**src/sv/aesr_pkg.sv**
```systemverilog
`timescale 1ns / 1ps

package aesr_pkg;

  localparam int StampW  = 63;
  localparam int WindowW = 24;
  localparam int SizeW   = 10;
  localparam int PosW    = 9;
  localparam int LevelW  = 8;
  localparam int CfgIdxW = 2;
  localparam int CfgW    = 24;

  localparam logic [CfgIdxW-1:0] CFG_WINDOW = 2'd0;
  localparam logic [CfgIdxW-1:0] CFG_WIDTH  = 2'd1;
  localparam logic [CfgIdxW-1:0] CFG_HEIGHT = 2'd2;

  localparam logic [WindowW-1:0] WINDOW_RESET = 24'd10000;
  localparam logic [SizeW-1:0]   WIDTH_RESET  = 10'd512;
  localparam logic [SizeW-1:0]   HEIGHT_RESET = 10'd512;

  localparam logic ACT_STORE = 1'b0;
  localparam logic ACT_QUERY = 1'b1;

  localparam logic [LevelW-1:0] LEVEL_FULL = 8'd255;
  localparam logic [LevelW-1:0] LEVEL_NONE = 8'd0;

  typedef struct packed {
    logic              action;
    logic [PosW-1:0]   pos_x;
    logic [PosW-1:0]   pos_y;
    logic              polarity;
    logic [StampW-1:0] stamp;
  } item_t;

  typedef struct packed {
    logic [LevelW-1:0] green_level;
    logic [LevelW-1:0] red_level;
    logic              in_range;
  } result_t;

  typedef struct packed {
    logic clear;
    logic store;
    logic read;
    logic level;
    logic step;
    logic load;
  } dp_cmd_t;

  typedef struct packed {
    logic clear_last;
    logic div_last;
  } dp_status_t;

endpackage

```
**src/sv/aesr_ctrl.sv**
```systemverilog
`timescale 1ns / 1ps

module aesr_ctrl import aesr_pkg::*; (
  input  logic       clk,
  input  logic       rst,
  input  logic       item_valid,
  input  logic       item_action,
  output logic       item_stall,
  output logic       result_valid,
  input  logic       result_stall,
  output dp_cmd_t    cmd,
  input  dp_status_t status
);

  typedef enum logic [2:0] {
    S_CLEAR,
    S_IDLE,
    S_SUM,
    S_DIFF,
    S_LEVEL,
    S_DIVIDE,
    S_FINISH
  } state_t;

  state_t state;
  state_t state_next;
  logic   accept;
  logic   out_free;

  assign item_stall = (state != S_IDLE);
  assign accept     = item_valid && !item_stall;
  assign out_free   = !result_valid || !result_stall;

  assign cmd.clear = (state == S_CLEAR);
  assign cmd.store = accept && (item_action == ACT_STORE);
  assign cmd.read  = accept && (item_action == ACT_QUERY);
  assign cmd.level = (state == S_LEVEL);
  assign cmd.step  = (state == S_DIVIDE);
  assign cmd.load  = (state == S_FINISH) && out_free;

  always_comb begin
    state_next = state;
    case (state)
      S_CLEAR:  if (status.clear_last) state_next = S_IDLE;
      S_IDLE:   if (cmd.read) state_next = S_SUM;
      S_SUM:    state_next = S_DIFF;
      S_DIFF:   state_next = S_LEVEL;
      S_LEVEL:  state_next = S_DIVIDE;
      S_DIVIDE: if (status.div_last) state_next = S_FINISH;
      S_FINISH: if (out_free) state_next = S_IDLE;
      default:  state_next = S_CLEAR;
    endcase
  end

  always_ff @(posedge clk) begin
    if (rst) begin
      state        <= S_CLEAR;
      result_valid <= 1'b0;
    end else begin
      state <= state_next;
      if (cmd.load) begin
        result_valid <= 1'b1;
      end else if (!result_stall) begin
        result_valid <= 1'b0;
      end
    end
  end

  a_reset_clears: assert property (@(posedge clk)
    rst |=> (state == S_CLEAR) && !result_valid)
    else $error("reset did not restart the clearing pass");

  a_clear_holds: assert property (@(posedge clk) disable iff (rst)
    (state == S_CLEAR) && !status.clear_last |=> (state == S_CLEAR))
    else $error("clearing pass left early");

  a_store_one_cycle: assert property (@(posedge clk) disable iff (rst)
    cmd.store |=> (state == S_IDLE))
    else $error("store beat did not finish in one cycle");

  a_result_from_finish: assert property (@(posedge clk) disable iff (rst)
    $rose(result_valid) |-> $past(state == S_FINISH))
    else $error("result appeared without a finished query");

  a_level_to_divide: assert property (@(posedge clk) disable iff (rst)
    (state == S_LEVEL) |=> (state == S_DIVIDE) && $past(cmd.level))
    else $error("divide did not follow level setup");

endmodule

```
**config.mk**
```make
export PLATFORM = sky130hd
export DESIGN_NAME = aesr_ctrl
export DESIGN_NICKNAME = d
export VERILOG_FILES = /design/src/sv/aesr_pkg.sv /design/src/sv/aesr_ctrl.sv
export SDC_FILE = /design/constraint.sdc
export NUM_CORES = 1
export LEC_CHECK = 0
export BUFFER_PORTS_ARGS = -buffer_cell sky130_fd_sc_hd__buf_2
export CAP_MARGIN = 25
export CORE_AREA = 2 2 39 41
export CTS_BUF_LIST = sky130_fd_sc_hd__clkbuf_8
export DETAILED_ROUTE_END_ITERATION = 10
export DIE_AREA = 0 0 41 43
export GPL_TIMING_DRIVEN = 0
export PLACE_DENSITY = 0.5
export SLEW_MARGIN = 25
export SYNTH_ARGS = -nofsm -noshare
export SYNTH_HDL_FRONTEND = slang
export SYNTH_SLANG_ARGS = --single-unit
```
**constraint.sdc**
```tcl
create_clock -name clk -period 1.4 [get_ports clk]
set_input_delay 0.07 -clock clk [delete_from_list [all_inputs] [get_ports clk]]
set_output_delay 0.07 -clock clk [all_outputs]
set_load 0.005 [all_outputs]
```
==> metrics.txt <==
post-synth top area share=0.271; max-cap violation count=0; Seq/Total Area, Yosys=0.271; DRT Pass-1 Iters=2; Worst path slowest cell=dfxtp_1; CTS Root Cell=clkbuf_8; Max VDD drop=about 0.35 mV; Syn Inst Count=35; vias in the first global route=270; power per cell area=between 900 and 1000 nW/um^2; share of layout cells above drive strength 1=0.519; clk sinks=4; final cell utilization of the core=0.308; Final #Nets=61; die area=between 1500 and 2000 sq um; endpoints failing hold=0; syn nets=between 40 and 50; WL per Instance=approximately 9.6 microns; final WL=approximately 650 microns; largest net degree at the start of global routing=11; CP Buf/Inv Count=3; final instance area=about 430 sq um; CP Launch Type=flip-flop; Final Non-Filler Cells=68; status=finished, final reports clean; final worst slack=around 0.17 ns; Synth Area per Inst=approximately 8.4 sq um; critical path, cell by cell=buf_6 > nor3b_4 > nand3_2 > inv_1 > buf_2; Seq. cell area=about 80 sq um; Hold Buf Count CTS=0; CTS Buf Count=3; critical path depth in cells=5; final period utilization=0.882; clock latency on the worst-skew pair=around 0.21 ns; flop-to-flop setup slack=0.35 ns; first-pass GRT wire length=~1.0 mm; setup TNS=0 ns; Rel. slew slack=0.788; grt ovf=0; DRT iter0 DRCs=1; post-route DRC violation count=0; initial core utilization=0.213; vias per cell=4.26; routability-driven placement congestion ratio=roughly 0.61; Setup CP Type=reg2out; H-tree depth reported by CTS=1; total power=roughly 0.43 mW; Global Route Usage Sum=0.0884; Resized Gates After CTS=0; Fin Hold WS=approximately 0.080 ns; area of the core=~1400 sq um; critical path required time=approximately 1.3 ns; Area Overhead vs Synth=44.5%; area of the multi-input gates=around 170 sq um; worst-case clock buffer depth=2; Worst setup EP type=primary output; RSZ-0062 raised after global routing=false; Critical Path AT=1.16 ns; initial antenna violation count=0; post-synth top area cell=dfxtp_1; #FFs+latches synth=4; chip width=roughly 40 microns; top cell family by delay on the critical path=simple AND/OR/NAND/NOR gates; worst r2r path cells=3; Synth cell types=20; Yosys warning count=0; Die Span Y=about 43 microns; Final Skew=0.000571 ns; post-route ant nets=0; ant diodes=0; Final Max Slew Viols=0; postcts setup bufs=0; Clock Pin Slew Worst Setup and Hold Paths=around 0.03 ns; Leak=~0.20 nW; Least-Margin Pin Slew=0.314 ns; post-DP HPWL=approximately 520 microns; fill count=161; min Tclk post-route=approximately 1.2 ns; IO Pins=15; final setup violation count=0; post-synthesis cell area=between 200 and 300 sq um; PortBufs=14; Crit Path Max Fanout=10; Hold Crit Depth=2; row count=14; pre-CTS setup slack=between 0.3 and 0.4 ns; dpl cells=between 60 and 70; placed inst area=a little under 400 sq um; routed vias=290; fmax=810 MHz; Area contributors post-synth=dfxtp_1 (27%), buf_6 (7.6%), nand2_1 (6.4%); TritonCTS clock tree=done; Largest stage delay, worst path=0.32 ns; worst min path class=in2reg
[cell usage in the layout, fill, tap and decap left out]
cell,synthesis,layout
buf_6,2,2
and3_2,1,1
inv_1,4,4
clkbuf_8,0,3
a22oi_2,1,1
a21oi_1,3,3
nor3_1,3,3
nor2_1,1,1
nor2b_1,1,1
buf_2,0,14
and3b_2,1,1
o211a_1,1,1
o311ai_0,1,1
nor3b_4,1,1
o2111ai_1,1,1
nand3_2,1,1
a21oi_2,1,1
nand2_1,5,5
dfxtp_1,4,4
nand4_1,1,1
a21bo_2,1,1
buf_4,1,1
[area by class of cell]
class	count	area share
Multi-Input combinational cell	24	0.399
Sequential cell	4	0.188
Timing Repair Buffer	14	0.164
Clock buffer	3	0.0968
Buffer	3	0.0704
Tap cell	16	0.0469
Inverter	4	0.0352
[cell usage after synthesis]
master	instances
a21bo_2	1
a21oi_1	3
a21oi_2	1
a22oi_2	1
and3_2	1
and3b_2	1
buf_4	1
buf_6	2
dfxtp_1	4
inv_1	4
nand2_1	5
nand3_2	1
nand4_1	1
nor2_1	1
nor2b_1	1
nor3_1	3
nor3b_4	1
o2111ai_1	1
o211a_1	1
o311ai_0	1
[registers in the layout (all words and copies together), names as in the netlist]
signal	cells
result_valid	1
state	3
[kinds of logic after synthesis]
kind of cell | share of synthesized area
DFF | 0.271
and+or+nand+nor | 0.326
buffers and inverters | 0.153
AOI/OAI and AO/OA | 0.250
[power breakdown]
group          switching, mW  leakage, nW  internal [mW]  total [mW]
Sequential           0.00159       0.0326          0.120       0.121
Clock                 0.0508       0.0216          0.182       0.233
Combinational         0.0357        0.150         0.0355      0.0712
Total                 0.0881        0.204          0.338       0.426
[worst register-to-register path, delay by kind of cell (launching register included)]
| kind | cells | cell delay (ns) |
|---|---|---|
| AO/OA/AOI/OAI | 2 | 0.46 |
| buffers and inverters | 1 | 0.14 |
| flip-flops | 1 | 0.32 |
[routing by layer]
metal	up-vias	global-route usage	wire (microns)	part of all wire
met5	-	0	0	0
met4	0	0.100	0	0
met3	0	0.0157	53	0.081
met2	9	0.138	300	0.46
met1	124	0.0836	298	0.46
li1	157	-	-	-
[final timing paths]
check	startpoint	end
max reg2reg	state[2]	state[0]
min reg2reg	result_valid	result_valid
max	state[2]	cmd[3]
min	rst	state[1]
Power figures use the tool's default switching activity.
